===== config.mk =====
export PLATFORM = sky130hd
export DESIGN_NAME = hss_math
export DESIGN_NICKNAME = d
export VERILOG_FILES = /design/src/hdl/heat_stencil_sweep_defines.svh /design/src/hdl/hss_pkg.sv /design/src/hdl/hss_math.sv
export SDC_FILE = /design/constraint.sdc
export NUM_CORES = 2
export LEC_CHECK = 0
export BUFFER_PORTS_ARGS = -buffer_cell sky130_fd_sc_hd__buf_4
export CAP_MARGIN = 20
export CORE_MARGIN = 8
export CORE_UTILIZATION = 60
export CTS_BUF_LIST = sky130_fd_sc_hd__clkbuf_16
export CTS_CLUSTER_SIZE = 14
export DETAILED_ROUTE_END_ITERATION = 12
export GPL_TIMING_DRIVEN = 0
export HOLD_SLACK_MARGIN = 0.02
export PLACE_DENSITY_LB_ADDON = 0.2
export SYNTH_ARGS = -nofsm -noshare
export SYNTH_HDL_FRONTEND = slang
export SYNTH_SLANG_ARGS = --single-unit

===== constraint.sdc =====
create_clock -name clock -period 20.3 [get_ports clock]
set_input_delay 3.045 -clock clock [delete_from_list [all_inputs] [get_ports clock]]
set_output_delay 3.045 -clock clock [all_outputs]
set_load 0.1 [all_outputs]

===== src/hdl/heat_stencil_sweep_defines.svh =====
// Assertion macros shared by the heat stencil RTL.
`ifndef HEAT_STENCIL_SWEEP_DEFINES_SVH
`define HEAT_STENCIL_SWEEP_DEFINES_SVH

// Same-cycle implication.
`define HSS_ASSERT_NOW(name, clk, rst, ante, cons, msg) \
   name: assert property (@(posedge clk) disable iff (rst) (ante) |-> (cons)) \
      else $error(msg);

// Next-cycle implication.
`define HSS_ASSERT_NEXT(name, clk, rst, ante, cons, msg) \
   name: assert property (@(posedge clk) disable iff (rst) (ante) |=> (cons)) \
      else $error(msg);

`endif


===== src/hdl/hss_pkg.sv =====
// Shared constants, register codes and inter-stage types of the heat stencil.
`default_nettype none
package hss_pkg;

   localparam int TEMP_WIDTH     = 24;
   localparam int COEF_WIDTH     = 16;
   localparam int SIZE_WIDTH     = 10;
   localparam int POS_WIDTH      = 9;
   localparam int SUM_WIDTH      = 42;
   localparam int DIFF_WIDTH     = TEMP_WIDTH + 2;
   localparam int PROD_WIDTH     = DIFF_WIDTH + COEF_WIDTH + 1;
   localparam int TERM_WIDTH     = PROD_WIDTH - COEF_WIDTH;
   localparam int ADD3_WIDTH     = TERM_WIDTH + 2;
   localparam int CSR_ADDR_WIDTH = 2;
   localparam int CSR_DATA_WIDTH = 16;
   localparam int MAX_GRID_DEF   = 512;
   localparam int MIN_GRID       = 3;

   localparam logic [SIZE_WIDTH-1:0] GRID_SIZE_RST = SIZE_WIDTH'(512);
   localparam logic [COEF_WIDTH-1:0] COEF_RST      = COEF_WIDTH'(66);

   typedef enum logic [CSR_ADDR_WIDTH-1:0] {
      CSR_GRID_SIZE = 2'd0,
      CSR_ROW_COEF  = 2'd1,
      CSR_COL_COEF  = 2'd2
   } csr_addr_type;

   typedef struct packed {
      logic                 emit_a;
      logic                 emit_b;
      logic                 interior;
      logic                 frame_end;
      logic [POS_WIDTH-1:0] row_a;
      logic [POS_WIDTH-1:0] row_b;
      logic [POS_WIDTH-1:0] col;
   } tag_type;

   typedef struct packed {
      tag_type                       tag;
      logic signed [TEMP_WIDTH-1:0]  south;
      logic signed [TEMP_WIDTH-1:0]  ctr;
      logic signed [DIFF_WIDTH-1:0]  vr;
      logic signed [DIFF_WIDTH-1:0]  vc;
   } grad_type;

   typedef struct packed {
      tag_type                       tag;
      logic signed [TEMP_WIDTH-1:0]  south;
      logic signed [TEMP_WIDTH-1:0]  val;
   } val_type;

endpackage
`default_nettype wire


===== src/hdl/hss_math.sv =====
// Coefficient multiply stage and the add/saturate stage.
`default_nettype none
module hss_math (
   input  wire logic                            clock,
   input  wire logic                            reset,
   input  wire logic [hss_pkg::COEF_WIDTH-1:0]  row_coef,
   input  wire logic [hss_pkg::COEF_WIDTH-1:0]  col_coef,
   input  wire logic                            in_valid,
   input  wire hss_pkg::grad_type               in_data,
   output      logic                            in_ready,
   output      logic                            out_valid,
   output      hss_pkg::val_type                out_data,
   input  wire logic                            out_ready
);

   localparam int T  = hss_pkg::TEMP_WIDTH;
   localparam int C  = hss_pkg::COEF_WIDTH;
   localparam int P  = hss_pkg::PROD_WIDTH;
   localparam int TW = hss_pkg::TERM_WIDTH;
   localparam int AW = hss_pkg::ADD3_WIDTH;

   typedef struct packed {
      hss_pkg::tag_type     tag;
      logic signed [T-1:0]  south;
      logic signed [T-1:0]  ctr;
      logic signed [TW-1:0] tr;
      logic signed [TW-1:0] tc;
   } term_type;

   logic                 v3_ff, v4_ff, ld3, ld4;
   logic signed [C:0]    rc_s, cc_s;
   logic signed [P-1:0]  pr, pc;
   term_type             t3_ff;
   hss_pkg::val_type     v4d_ff;
   logic signed [AW-1:0] sum3;
   logic [AW-T:0]        upper;
   logic signed [T-1:0]  sat, val;

   assign ld4      = !v4_ff || out_ready;
   assign ld3      = !v3_ff || ld4;
   assign in_ready = ld3;

   assign rc_s = $signed({1'b0, row_coef});
   assign cc_s = $signed({1'b0, col_coef});
   assign pr   = in_data.vr * rc_s;
   assign pc   = in_data.vc * cc_s;

   // centre plus the two terms, each floor-shifted by the coefficient fraction
   assign sum3 = {{(AW-T){t3_ff.ctr[T-1]}}, t3_ff.ctr}
               + {{(AW-TW){t3_ff.tr[TW-1]}}, t3_ff.tr}
               + {{(AW-TW){t3_ff.tc[TW-1]}}, t3_ff.tc};
   assign upper = sum3[AW-1:T-1];

   always_comb begin
      if ((upper == '0) || (&upper)) begin
         sat = sum3[T-1:0];
      end else if (sum3[AW-1]) begin
         sat = {1'b1, {(T-1){1'b0}}};
      end else begin
         sat = {1'b0, {(T-1){1'b1}}};
      end
   end
   assign val = t3_ff.tag.interior ? sat : t3_ff.ctr;

   always_ff @(posedge clock) begin
      if (reset) begin
         v3_ff <= 1'b0;
         v4_ff <= 1'b0;
      end else begin
         if (ld3) begin
            v3_ff <= in_valid;
         end
         if (ld4) begin
            v4_ff <= v3_ff;
         end
      end
   end

   always_ff @(posedge clock) begin
      if (in_valid && ld3) begin
         t3_ff.tag   <= in_data.tag;
         t3_ff.south <= in_data.south;
         t3_ff.ctr   <= in_data.ctr;
         t3_ff.tr    <= pr[P-1:C];
         t3_ff.tc    <= pc[P-1:C];
      end
      if (v3_ff && ld4) begin
         v4d_ff.tag   <= t3_ff.tag;
         v4d_ff.south <= t3_ff.south;
         v4d_ff.val   <= val;
      end
   end

   assign out_valid = v4_ff;
   assign out_data  = v4d_ff;

endmodule
`default_nettype wire


Yosys cells after proc, flatten, opt, wreduce, memory -nomap -nowiden

Index checks and enable logic that the tools add are counted.

Bits in registers: 214
Bits of input ports: 167
Output and inout bits: 81
Logic and storage cells: 38

Add/subtract/negate cells: 2
$mul: 2
Muxes and demuxes: 3
Reductions and logical operators: 9

Operators by type and width:

| kind              | number |
|---|---|
| $mul 26x17->43    | 2 |
| $mux 24           | 3 |
| $add 28x27->29    | 1 |
| $add 24x27->28    | 1 |
| $logic_not 6->1   | 1 |
| $reduce_and 6->1  | 1 |
| $logic_or 1x1->1  | 3 |
| $logic_and 1x1->1 | 2 |
| $logic_not 1->1   | 2 |

Depth between registers and ports, before layout

Depth in word-level cells: 6
Gate-level depth with buffers: 25
Gate-level depth less buffers: 24

Worst setup path before layout

Ideal clock, no wire load.

Path kind: input to register
Start: input port row_coef[2] in the netlist's numbering
End: register t3_ff[41] in the netlist's numbering, data pin
Arrival time: 9.037 ns
Path slack: 10.997 ns
Stages: 22
Buffers on the path: 2
Cell sequence: clkbuf_1 -> clkbuf_1 -> nand2_1 -> fa_1 -> fa_1 -> fa_1 -> inv_1 -> fa_1 -> fa_1 -> inv_1 -> fa_1 -> inv_1 -> ha_1 -> a21o_1 -> a21o_1 -> a221oi_1 -> o21ai_0 -> a21oi_1 -> o21ai_0 -> a21o_1 -> a41o_1 -> or3_1

Word-level cells in the longest chain between the ends: 1

Ends and longest elaborated chain:

| element            | line           | source |
|---|---|---|
| start: declaration | hss_math.sv:6  | `input wire logic [hss_pkg::COEF_WIDTH-1:0] row_coef,` |
| $mul 26x17->43     | hss_math.sv:45 | `assign pr = in_data.vr * rc_s;` |
| net pr[30]         | hss_math.sv:32 | `logic signed [P-1:0] pr, pc;` |
| end: declaration   | hss_math.sv:33 | `term_type t3_ff;` |

The timed path passes the listed nets, and every way through them passes these cells.
A chain may end at the register's enable or synchronous reset.

Worst setup path after layout

Start: input port row_coef[3] in the netlist's numbering
End: register t3_ff[53] in the netlist's numbering, data pin

The elaborated chain is that of the path after synthesis.

==> metrics <==
routed via count=26800; slowest stage delay, CP=1140 ps; CP bufs+invs=3; Pre-antenna DRT Iters=6; WP depth=20; DR WL/cell=19.4 um; I/O Pins=about 250; HP Class=register to register; reg2reg start=t3_ff[1]; syn nets=5028; RSZ-0062 raised after global routing=false; CTS clk-pin slew, worst paths=60 ps; Achievable Freq=92.6 MHz; post-cts sizing count=0; Max-Cap Viols=0; Least-Margin Pin Slew=about 1200 ps; # Post-CTS Setup Buffers=0; R2R cell count=14; unique cell type count in the Yosys netlist=74; Final Routed Wirelength=95700 um; vias in the first global route=28400; I/O Buffers=234; DP HPWL=~80000 um; H-tree levels=1; Starting Density=60.4%; Synth warnings=0; XOR/XNOR Fraction of Synth Area=around 1.9%; hold_buf cts=0; GRT Util Overall=~28%; placed insts=a little under 5000; Post-synth EDFFs=212; initial antenna violation count=5; Setup CP Type=input port to register; largest family of logic cells by synthesized area=adder cells; critical path cell sequence=clkbuf_1 > clkbuf_1 > nand2_1 > fa_1 > fa_1 > fa_1 > fa_1 > inv_1 > fa_1 > fa_1 > ha_1 > nand4_1 > nor2_1 > a211oi_1 > o21ai_0 > a21oi_1 > o21ai_0 > a2111oi_0 > o21ai_0 > xnor2_1; CP most frequent cell=fa_1; largest net degree at the start of global routing=57; Final Hold Vio Count=0; Worst Hold End=out_data[48]; R2R Setup Slk=15380 ps; Routability Congestion=0.966; Hold Startpoint=t3_ff[102]; status=completed; Mapped Cells=between 3000 and 4000; Compound-Gate Fraction of Synth Area=slightly below 5%; Critical Path Start Type=input port; Layout Cells excl Fill=4920; drt first-iter violations=1958; CP max stage cell=a2111oi_0; RR Endpoint=out_data[15]; average cell area after synthesis=9.99 um^2; CTS buffer count=23; Via density=5.45; Top FF cell, synth=edfxtp_1; CTS root buf=clkbuf_16; min cycle time layout=10790 ps; Core ar.=between 0.06 and 0.07 mm^2; Max clock buf depth=3; Final Cycle Share=53.2%; Total Die Area=~0.071 mm^2; Die W=267 um; nets=5291; clock sinks=214; fillcell total=5083; slew margin rel.=between 15 and 20%; antenna-violating nets left=0; CP Data Arrival Time=11050 ps; drt drc=0; CTS tree=yes; global-route wire length before repair=153000 um; clock skew=roughly 27 ps; Hold Crit Depth=0; Slew Viols, Final=0; Total Neg Setup Slack=0 ps; mux share of post-synthesis cell area=0.0561%; Synth Area in Simple Gates=13.3%; setup violators final=0; flops & latches, synth=between 200 and 250; register area share after synthesis=16.9%; area of the mapped netlist=0.0379 mm^2; synthesis-to-layout area growth=9.62%; GRT overflow=0; Std-Cell Rows=just over 90; CP max FO=10; die height=approximately 270 um; Critical Path RT=20560 ps; share of layout cells above drive strength 1=7.88%; Skew-Pair Late Insertion Delay=540 ps; async set-reset flop share out of synthesis=0%; Top delay family on crit path=adder cells; Critical Path End Type=register; Synth Area in Adders=51.7%
==> per-stage QoR <==
| stage | worst slack [ps] | instance area [um^2] | hold WS [ps] | util (%) |
|---|---|---|---|---|
| 2_1_floorplan | 11000 | 37900 | 400 | - |
| 3_3_place_gp | 9260 | 40700 | 401 | 64.9 |
| 3_5_place_dp | 9290 | 40800 | 405 | 65.0 |
| 4_1_cts | 9650 | 41500 | 412 | 66.2 |
| 5_1_grt | 9340 | 41500 | 422 | 66.2 |
| 6_report | 9510 | 41500 | 415 | 66.2 |
==> Yosys cell counts (4+ instances only) <==
cell type / n / area (um^2)
nand2_1: 537 / 2020
ha_1: 233 / 2920
fa_1: 834 / 16700
nor2_1: 73 / 274
a21boi_0: 4 / 30.0
a21oi_1: 75 / 375
and2_1: 336 / 2100
o21ai_0: 50 / 250
xor2_1: 23 / 201
nor4_1: 4 / 25.0
a31oi_1: 7 / 43.8
nand2b_1: 9 / 56.3
a21o_1: 36 / 270
o31ai_1: 4 / 30.0
a211oi_1: 9 / 67.6
and3_1: 10 / 62.6
nor3_1: 14 / 70.1
xnor2_1: 59 / 517
nor2b_1: 8 / 50.1
or3_1: 5 / 31.3
inv_1: 968 / 3630
nand3_1: 25 / 125
o22ai_2: 21 / 263
a211o_1: 5 / 43.8
o21bai_1: 9 / 67.6
nand4_1: 10 / 62.6
or2_2: 5 / 31.3
o21a_1: 4 / 30.0
edfxtp_1: 212 / 6370
clkbuf_1: 139 / 522
==> layout make-up <==
class,count,area [um^2],area share [%]
multi-input combinational,2467,27300,65.6
sequential,214,6410,15.4
inverter,968,3630,8.75
timing repair buffer,238,1840,4.42
tap,846,1060,2.55
buffer,145,601,1.45
clock buffer,23,576,1.39
clock inverter,18,161,0.388
antenna,1,2.50,0.00602
==> worst max path at each step <==
stage / start / endpoint / slack [ps]
floorplan: row_coef[2] / t3_ff[41] / 11000
global placement: row_coef[3] / t3_ff[53] / 9260
detailed placement: row_coef[3] / t3_ff[53] / 9290
CTS: row_coef[3] / t3_ff[53] / 9650
global route: row_coef[2] / t3_ff[53] / 9340
finish: row_coef[3] / t3_ff[53] / 9510
==> cells by family after synthesis <==
group | count (synthesis)
buffers and inverters | 1113
adder cells (fa/ha/maj) | 1067
AND/OR/NAND/NOR | 1051
AO/OA/AOI/OAI | 265
flip-flops | 214
XOR/XNOR | 82
multiplexers | 2
==> routing by layer <==
metal | wire length, um | track usage [%]
met1 | 39100 | 38.1
met2 | 44100 | 44.2
met3 | 8270 | 4.94
met4 | 4250 | 10.6
met5 | 13 | 0
==> registers in the layout, summed over array words and instances (netlist names) <==
signal     cells
t3_ff        133
out_valid      1
v3_ff          1
out_data      79
==> layout by cell type, fill, tap and decap left out, drive strengths merged, types with 73 or more instances in the layout <==
| cell | count |
|---|---|
| ha | 233 |
| edfxtp | 212 |
| inv | 976 |
| buf | 244 |
| a21oi | 77 |
| clkbuf | 162 |
| nand2 | 537 |
| fa | 834 |
| and2 | 336 |
| nor2 | 73 |
==> worst reg2reg max path, cell delays in order (launching register included) <==
cell and delay, ps:
edfxtp_1 430, fa_1 560, ha_1 170, inv_1 70, fa_1 440, nand2b_1 200, a2111oi_2 500, o21ai_2 220
a211oi_1 270, a211oi_1 120, nor4bb_1 320, or4b_4 530, a21oi_4 430, buf_12 220, o22ai_2 140
Power is left out: the tool's default activity adds up to more than one toggle a clock period on the data nets, which glitch-free logic cannot reach.
