===== src/hdl/heat_stencil_sweep_defines.svh =====
// Assertion macros shared by the heat stencil RTL.
`ifndef HEAT_STENCIL_SWEEP_DEFINES_SVH
`define HEAT_STENCIL_SWEEP_DEFINES_SVH

// Same-cycle implication.
`define HSS_ASSERT_NOW(name, clk, rst, ante, cons, msg) \
   name: assert property (@(posedge clk) disable iff (rst) (ante) |-> (cons)) \
      else $error(msg);

// Next-cycle implication.
`define HSS_ASSERT_NEXT(name, clk, rst, ante, cons, msg) \
   name: assert property (@(posedge clk) disable iff (rst) (ante) |=> (cons)) \
      else $error(msg);

`endif


===== src/hdl/hss_pkg.sv =====
// Shared constants, register codes and inter-stage types of the heat stencil.
`default_nettype none
package hss_pkg;

   localparam int TEMP_WIDTH     = 24;
   localparam int COEF_WIDTH     = 16;
   localparam int SIZE_WIDTH     = 10;
   localparam int POS_WIDTH      = 9;
   localparam int SUM_WIDTH      = 42;
   localparam int DIFF_WIDTH     = TEMP_WIDTH + 2;
   localparam int PROD_WIDTH     = DIFF_WIDTH + COEF_WIDTH + 1;
   localparam int TERM_WIDTH     = PROD_WIDTH - COEF_WIDTH;
   localparam int ADD3_WIDTH     = TERM_WIDTH + 2;
   localparam int CSR_ADDR_WIDTH = 2;
   localparam int CSR_DATA_WIDTH = 16;
   localparam int MAX_GRID_DEF   = 512;
   localparam int MIN_GRID       = 3;

   localparam logic [SIZE_WIDTH-1:0] GRID_SIZE_RST = SIZE_WIDTH'(512);
   localparam logic [COEF_WIDTH-1:0] COEF_RST      = COEF_WIDTH'(66);

   typedef enum logic [CSR_ADDR_WIDTH-1:0] {
      CSR_GRID_SIZE = 2'd0,
      CSR_ROW_COEF  = 2'd1,
      CSR_COL_COEF  = 2'd2
   } csr_addr_type;

   typedef struct packed {
      logic                 emit_a;
      logic                 emit_b;
      logic                 interior;
      logic                 frame_end;
      logic [POS_WIDTH-1:0] row_a;
      logic [POS_WIDTH-1:0] row_b;
      logic [POS_WIDTH-1:0] col;
   } tag_type;

   typedef struct packed {
      tag_type                       tag;
      logic signed [TEMP_WIDTH-1:0]  south;
      logic signed [TEMP_WIDTH-1:0]  ctr;
      logic signed [DIFF_WIDTH-1:0]  vr;
      logic signed [DIFF_WIDTH-1:0]  vc;
   } grad_type;

   typedef struct packed {
      tag_type                       tag;
      logic signed [TEMP_WIDTH-1:0]  south;
      logic signed [TEMP_WIDTH-1:0]  val;
   } val_type;

endpackage
`default_nettype wire


===== src/hdl/hss_ifs.sv =====
// Valid/ready channel interfaces of the heat stencil block.
`default_nettype none


interface hss_rsp_if;
   logic                                   valid;
   logic                                   ready;
   logic signed [hss_pkg::TEMP_WIDTH-1:0]  new_temp;
   logic [hss_pkg::POS_WIDTH-1:0]          out_row;
   logic [hss_pkg::POS_WIDTH-1:0]          out_col;
   logic                                   frame_last;
   logic signed [hss_pkg::SUM_WIDTH-1:0]   grid_sum;
   modport source (output valid, output new_temp, output out_row, output out_col,
                   output frame_last, output grid_sum, input ready);
   modport sink   (input valid, input new_temp, input out_row, input out_col,
                   input frame_last, input grid_sum, output ready);
endinterface

`default_nettype wire


===== src/hdl/hss_emit.sv =====
// Grid sum accumulation and the output register that sends up to two words per cell.
`default_nettype none
`include "heat_stencil_sweep_defines.svh"
module hss_emit (
   input  wire logic              clock,
   input  wire logic              reset,
   input  wire logic              in_valid,
   input  wire hss_pkg::val_type  in_data,
   output      logic              in_ready,
   hss_rsp_if.source              rsp_if
);

   localparam int T  = hss_pkg::TEMP_WIDTH;
   localparam int S  = hss_pkg::SUM_WIDTH;
   localparam int PW = hss_pkg::POS_WIDTH;

   logic                ha_ff, hb_ff, last_ff, load, pop, busy;
   logic signed [T-1:0] a_val_ff, b_val_ff;
   logic [PW-1:0]       row_a_ff, row_b_ff, col_ff;
   logic signed [S-1:0] acc_ff, acc_in, total, sum_ff, add_a, add_b;

   assign busy     = ha_ff || hb_ff;
   assign in_ready = !busy || (rsp_if.ready && !(ha_ff && hb_ff));
   assign load     = in_valid && in_ready;
   assign pop      = rsp_if.valid && rsp_if.ready;

   assign add_a  = in_data.tag.emit_a ? {{(S-T){in_data.val[T-1]}}, in_data.val} : '0;
   assign add_b  = in_data.tag.emit_b ? {{(S-T){in_data.south[T-1]}}, in_data.south} : '0;
   assign total  = acc_ff + add_a + add_b;
   assign acc_in = in_data.tag.frame_end ? '0 : total;

   always_ff @(posedge clock) begin
      if (reset) begin
         ha_ff  <= 1'b0;
         hb_ff  <= 1'b0;
         acc_ff <= '0;
      end else if (load) begin
         ha_ff  <= in_data.tag.emit_a;
         hb_ff  <= in_data.tag.emit_b;
         acc_ff <= acc_in;
      end else if (pop) begin
         if (ha_ff) begin
            ha_ff <= 1'b0;
         end else begin
            hb_ff <= 1'b0;
         end
      end
   end

   always_ff @(posedge clock) begin
      if (load) begin
         a_val_ff <= in_data.val;
         b_val_ff <= in_data.south;
         row_a_ff <= in_data.tag.row_a;
         row_b_ff <= in_data.tag.row_b;
         col_ff   <= in_data.tag.col;
         last_ff  <= in_data.tag.frame_end;
         sum_ff   <= total;
      end
   end

   assign rsp_if.valid      = busy;
   assign rsp_if.new_temp   = ha_ff ? a_val_ff : b_val_ff;
   assign rsp_if.out_row    = ha_ff ? row_a_ff : row_b_ff;
   assign rsp_if.out_col    = col_ff;
   assign rsp_if.frame_last = !ha_ff && last_ff;
   assign rsp_if.grid_sum   = (!ha_ff && last_ff) ? sum_ff : '0;

   `HSS_ASSERT_NEXT(a_acc_clear, clock, reset, load && in_data.tag.frame_end, acc_ff == '0, "grid sum not cleared after the last cell")
   `HSS_ASSERT_NEXT(a_pair_order, clock, reset, pop && ha_ff && hb_ff, !ha_ff && hb_ff, "second word of a cell lost or reordered")

endmodule
`default_nettype wire


===== src/flat_wrapper.sv =====
// flat-port wrapper written by rule: the top's interface ports become plain ports
module hss_emit_flat 
  (clock, reset, in_valid, in_data, in_ready, rsp_if_valid, rsp_if_new_temp, rsp_if_out_row, rsp_if_out_col, rsp_if_frame_last, rsp_if_grid_sum, rsp_if_ready);
  hss_rsp_if rsp_if_i ();
  input  wire logic clock;
  input  wire logic reset;
  input  wire logic in_valid;
  input  wire hss_pkg::val_type in_data;
  output      logic in_ready;
  output wire logic [$bits(rsp_if_i.valid)-1:0] rsp_if_valid;
  output wire logic [$bits(rsp_if_i.new_temp)-1:0] rsp_if_new_temp;
  output wire logic [$bits(rsp_if_i.out_row)-1:0] rsp_if_out_row;
  output wire logic [$bits(rsp_if_i.out_col)-1:0] rsp_if_out_col;
  output wire logic [$bits(rsp_if_i.frame_last)-1:0] rsp_if_frame_last;
  output wire logic [$bits(rsp_if_i.grid_sum)-1:0] rsp_if_grid_sum;
  input wire logic [$bits(rsp_if_i.ready)-1:0] rsp_if_ready;
  assign rsp_if_valid = rsp_if_i.valid;
  assign rsp_if_new_temp = rsp_if_i.new_temp;
  assign rsp_if_out_row = rsp_if_i.out_row;
  assign rsp_if_out_col = rsp_if_i.out_col;
  assign rsp_if_frame_last = rsp_if_i.frame_last;
  assign rsp_if_grid_sum = rsp_if_i.grid_sum;
  assign rsp_if_i.ready = rsp_if_ready;
  hss_emit u_core (.clock(clock), .reset(reset), .in_valid(in_valid), .in_data(in_data), .in_ready(in_ready), .rsp_if(rsp_if_i));
endmodule

===== config.mk =====
export PLATFORM = sky130hd
export DESIGN_NAME = hss_emit_flat
export DESIGN_NICKNAME = d
export VERILOG_FILES = /design/src/hdl/hss_pkg.sv /design/src/hdl/hss_ifs.sv /design/src/hdl/hss_emit.sv /design/src/flat_wrapper.sv
export VERILOG_INCLUDE_DIRS = /design/src /design/src/hdl
export SDC_FILE = /design/constraint.sdc
export NUM_CORES = 1
export LEC_CHECK = 0
export BUFFER_PORTS_ARGS = -buffer_cell sky130_fd_sc_hd__buf_2
export CELL_PAD_IN_SITES_DETAIL_PLACEMENT = 0
export CELL_PAD_IN_SITES_GLOBAL_PLACEMENT = 1
export CORE_MARGIN = 10
export CORE_UTILIZATION = 40
export CTS_CLUSTER_DIAMETER = 30
export DETAILED_ROUTE_END_ITERATION = 16
export GPL_ROUTABILITY_DRIVEN = 0
export HOLD_SLACK_MARGIN = 0.03
export PLACE_DENSITY = 0.8
export SLEW_MARGIN = 20
export SYNTH_ARGS = -nofsm -noshare
export SYNTH_HDL_FRONTEND = slang
export SYNTH_SLANG_ARGS = --single-unit
export TNS_END_PERCENT = 100

===== constraint.sdc =====
create_clock -name clock -period 4 [get_ports clock]
set_input_delay 0.6 -clock clock [delete_from_list [all_inputs] [get_ports clock]]
set_output_delay 0.6 -clock clock [all_outputs]
set_load 0.02 [all_outputs]

# --- Word-level counts from Yosys, hierarchy flattened ---
# Cells that the tools add are included.
# W data, S select, Z words.
totals:
  inputBits: 83
  output_inout_bits: 87
  reg_bits: 162
classes:
  mux: 11
  n_reduce_logical: 12
  eq_ne: 1
  addsub: 2
op_table:
  columns: ["cell", "count"]
  rows:
  - ["$mux W42", 4]
  - ["$add A42 B42 Y42", 2]
  - ["$mux W24", 1]
  - ["$mux W9", 1]
  - ["$logic_and A1 B1 Y1", 5]
  - ["$mux W1", 5]
  - ["$logic_not A1 Y1", 3]
  - ["$logic_or A1 B1 Y1", 2]
  - ["$ne A2 B2 Y1 const B", 1]
  - ["$reduce_and A2 Y1", 1]
  - ["$reduce_bool A2 Y1", 1]

# --- Depth between registers and ports, before layout ---
logic_depth:
  depth_word: 7
  mapped_depth: 17
  mapped_depth_nobuf: 14

# --- Worst setup path before layout ---
# Ideal clock, no wire load.
synth_timing:
  kind: "input to register"
  start: "in rsp_if_ready"
  end: "reg u_core.acc_ff[37]"
  arrival_ps: 4191
  setup_time_ps: 117
  stages: 7
  path_buffers: 1
  slack_ps: -309
  path_cell_list: "nand2b_1 -> a211o_1 -> inv_1 -> nor2_1 -> clkbuf_1 -> a21oi_1 -> nand2_1"
synth_via:
  elab_chain_len: 3
synth_rtl:
  columns: ["element", "line_no", "source"]
  rows:
  - ["from (decl)", "flat_wrapper.sv:16", "input wire logic [$bits(rsp_if_i.ready)-1:0] rsp_if_ready;"]
  - ["$logic_and A1 B1 Y1", "hss_emit.sv:23", "assign in_ready = !busy || (rsp_if.ready && !(ha_ff && hb_ff));"]
  - ["$logic_or A1 B1 Y1", "hss_emit.sv:23", null]
  - ["$logic_and A1 B1 Y1", "hss_emit.sv:24", "assign load = in_valid && in_ready;"]
  - ["net u_core.load", "hss_emit.sv:17", "logic ha_ff, hb_ff, last_ff, load, pop, busy;"]
  - ["to (signal assigned)", "hss_emit.sv:40", "acc_ff <= acc_in;"]
  - ["to (decl)", "hss_emit.sv:20", "logic signed [S-1:0] acc_ff, acc_in, total, sum_ff, add_a, add_b;"]
# The timed path passes the listed nets, and every way through them passes these cells.
# A chain may end at the register's enable or synchronous reset.

# --- Final worst setup path ---
layout_timing:
  start: "in in_data[78] (netlist bit)"
  end: "reg u_core.acc_ff[38]"
layout_via:
  elab_chain_len: 4
layout_rtl:
  columns: ["element", "line_no", "source"]
  rows:
  - ["from (decl)", "flat_wrapper.sv:8", "input wire hss_pkg::val_type in_data;"]
  - ["$mux W42", "hss_emit.sv:27", "assign add_a = in_data.tag.emit_a ? {{(S-T){in_data.val[T-1]}}, in_data.val} : '0;"]
  - ["$add A42 B42 Y42 (2 in series)", "hss_emit.sv:29", "assign total = acc_ff + add_a + add_b;"]
  - ["$mux W42", "hss_emit.sv:30", "assign acc_in = in_data.tag.frame_end ? '0 : total;"]
# No other way between the ends.

==> qor.yml <==
run_status: "finished clean"
synth_area_leaders: "edfxtp_1, dfxtp_1, fa_1"
place_area_um2: 11600
die_w_um: 175
avgSynthCellArea_um2: 11.0
grt.met3_usage_pct: 3.62
drt_iter0_drc: 507
cts-resized-gates: 0
timing.critical_path.buf_inv: 5
worstMarginPinSlew_ns: 0.677
path_clk_slew_ns: 0.07
synth_top_cell_by_area: "edfxtp_1"
comb_power_share_pct: 28.3
synth_top_area_share_pct: 36.9
cts_sinks: 162
overflow: 0
yosys_warnings: 0
hold_ws_ns: 0.345
postRouteAntennaNets: 0
crit_chain: "buf_2 > buf_4 > buf_12 > nand2_1 > fa_1 > inv_1 > ha_1 > a21oi_1 > o21ai_0 > a221oi_2 > nand3b_1 > a221o_1 > a21oi_1 > buf_4 > mux2i_1 > nand2_1"
r2r_setup_slack_ns: 0.47
end_kind: "register"
postCtsHoldBufs: 0
grt_pass1_vias: 7638
drc_errors: 0
start_util_pct: 40.8
grt_util_met1_pct: 22.2
cp_data_required_time_ns: 4.32
p_per_area_nw_per_um2: 424
post-route-min-period_ns: 3.69
seq_power_share_pct: 39.9
syn_inst: 874
swShare_pct: 31.6
ys_types: 64
cp_slowest_cell: "fa_1"
grt_max_degree: 51
max_cap_viol_count: 0
synthArstFlopShare_pct: 0
ys_ff_latch: 162
wl_per_cell_um: 17.3
io_pins: 170
synth_flop_cell: "edfxtp_1"
p_clk_share_pct: 31.8
startpoint_type: "input port"
hold_viol: 0
critPathArrivalTime_ns: 4.01
fin_crit_sh_pct: 92.3
detailed_place_hpwl_um: 19500
final_nets: 1302
grt_antenna_before_repair: 0
peakVddDrop_v: 0.000261
drive_above_1_share_pct: 32.3
coreArea_um2: 23500
clockBufferDepth: 2
critPathMaxFanout: 6
gr-max-usage-layer: "met2"
rsz0062_at_grt: "no"
p_switching_mw: 1.64
p_leak_nw: 5.50
synth-edff-count: 118
setup_viol: 0
vias_per_cell: 5.08
setup-tns-final_ns: 0
firstDrtPassIters: 5
p_int_mw: 3.54
cts_tree: "done"
drv_slew: 0
htree_num_levels: 4
diodes: 0
grt_pass1_wl_um: 40900
cts_setup_buffers: 0
syn_area_um2: 9600
stdcell_area_um2: 12200
max_stage_delay_ns: 0.48
hp-class: "in2reg"
wirelength_um: 25400
skew_ns: 0.0135
cts_buffers: 17
clkLatencyLatePin_ns: 0.43
grtUsageMet2_pct: 26.8
relSlewSlack_pct: 54.8
synth-seq-area-share_pct: 46.1
cts_root_buffer: "clkbuf_16"
n_fill_cell: 2210
floorplan.die_area_um2: 30600
fp.dieH_um: 175
critical_path_class: "in2reg"
vias: 7459
fmax_mhz: 271
rows: 56
syn_nets: 1040
area_growth_syn_to_layout_pct: 27.1
grtUsageTotal_pct: 16.6
port_buffers: 168
critical-path-top-delay-family: "compound AO/OA/AOI/OAI gates"
==> per-layer routing <==
metal  up-vias  share of wire, %
met5         -                 0
met4         0               1.1
li1       3607                 -
met3        16               5.2
met2       186                46
met1      3650                47
==> power by group through the flow <==
| stage | clock network, mW | logic, mW | registers (mW) |
|---|---|---|---|
| 2_1_floorplan | 0 | 0.892 | 2.10 |
| 3_3_place_gp | 0 | 1.45 | 2.09 |
| 3_5_place_dp | 0 | 1.46 | 2.10 |
| 4_1_cts | 1.69 | 1.48 | 2.07 |
| 5_1_grt | 1.76 | 1.62 | 2.08 |
| 6_report | 1.64 | 1.47 | 2.06 |
==> state kept, by name, indices dropped and copies added, names as in the netlist <==
name / flops
u_core.hb_ff: 1
u_core.rsp_if.out_col: 9
u_core.ha_ff: 1
u_core.row_b_ff: 9
u_core.b_val_ff: 24
u_core.last_ff: 1
u_core.row_a_ff: 9
u_core.sum_ff: 42
u_core.acc_ff: 42
u_core.a_val_ff: 24
==> kinds of logic after synthesis <==
| logic type | share of synthesized area, % |
|---|---|
| simple gates | 12.9 |
| compound gates | 14.2 |
| flops | 46.1 |
| buf+inv | 4.86 |
| fa+ha+maj | 14.1 |
| xor+xnor | 3.65 |
| mux | 4.18 |
==> final cells by class <==
| type | instances | area [µm²] | share of cell area [%] |
|---|---|---|---|
| multi-input cells | 589 | 4720 | 38.7 |
| well taps | 319 | 399 | 3.27 |
| repair buffers | 280 | 1740 | 14.3 |
| clock buffers | 19 | 443 | 3.63 |
| clock inverters | 13 | 144 | 1.18 |
| inverters | 86 | 327 | 2.68 |
| flip-flops and latches | 162 | 4430 | 36.3 |
==> Yosys cell counts (3+ instances only) <==
cell / number
dfxtp_1: 44
a211oi_1: 4
clkbuf_1: 29
mux2i_1: 3
or3_1: 5
o21ai_0: 26
a221oi_2: 3
a31oi_1: 8
and3_1: 7
a21o_1: 18
fa_1: 42
xor2_1: 13
nor2_1: 46
mux2_2: 33
buf_1: 4
o211ai_1: 4
buf_2: 4
nor2b_1: 5
a22o_1: 17
nand4_1: 8
a22oi_1: 16
nand3_1: 14
a21oi_1: 45
nor3_1: 7
o31ai_1: 5
nand2b_1: 7
a221o_1: 3
o21bai_1: 4
edfxtp_1: 118
ha_1: 41
a211o_1: 5
nand2_1: 81
xnor2_1: 27
and4_1: 4
inv_1: 86
and2_1: 50
==> per-stage QoR <==
stage | worst slack [ns] | std cells | total power [mW] | util [%]
finish | 0.309 | 1468 | 5.17 | 51.8
global placement | -0.0925 | 1436 | 3.54 | 49.3
CTS | 0.319 | 1468 | 5.23 | 51.8
floorplan | 0.0998 | 874 | 2.99 | -
detailed placement | -0.106 | 1436 | 3.57 | 49.3
global route | 0.101 | 1468 | 5.46 | 51.8
==> path summary, 6_finish.rpt <==
| kind | startpoint | endpoint | depth (start not counted) |
|---|---|---|---|
| worst min-delay path | in_data[52] | u_core.rsp_if.out_col[4] | 1 |
| worst max register to register | u_core.acc_ff[1] | u_core.acc_ff[41] | 15 |
| worst max-delay path | in_data[78] | u_core.acc_ff[38] | 16 |
| worst min register to register | u_core.acc_ff[40] | u_core.acc_ff[40] | 2 |
==> placed cells by master, fill, tap and decap left out, types with 7 or more instances in the layout <==
cell type	count
nand2_1	81
xor2_1	13
buf_2	168
nor2_1	46
ha_1	41
a22o_1	17
and2_1	48
a22oi_1	16
dfxtp_1	43
buf_4	107
a31oi_1	8
o21ai_0	26
fa_1	42
nand4_1	8
nand3_1	14
and3_1	7
inv_1	85
a21oi_1	45
nand2b_1	7
edfxtp_1	118
a21o_1	18
xnor2_1	27
clkbuf_16	17
mux2_2	33
==> worst register-to-register path, stage by stage (launching register included) <==
cell	delay, ns
dfxtp_1	0.33
inv_1	0.05
fa_1	0.43
inv_1	0.07
ha_1	0.16
inv_1	0.06
fa_1	0.39
nand2b_1	0.18
a21o_1	0.21
a2111oi_4	0.36
o2111ai_2	0.17
buf_4	0.18
a211oi_1	0.26
or3_1	0.26
mux2i_1	0.22
o211ai_1	0.10
(Power assumes the default switching activity.)
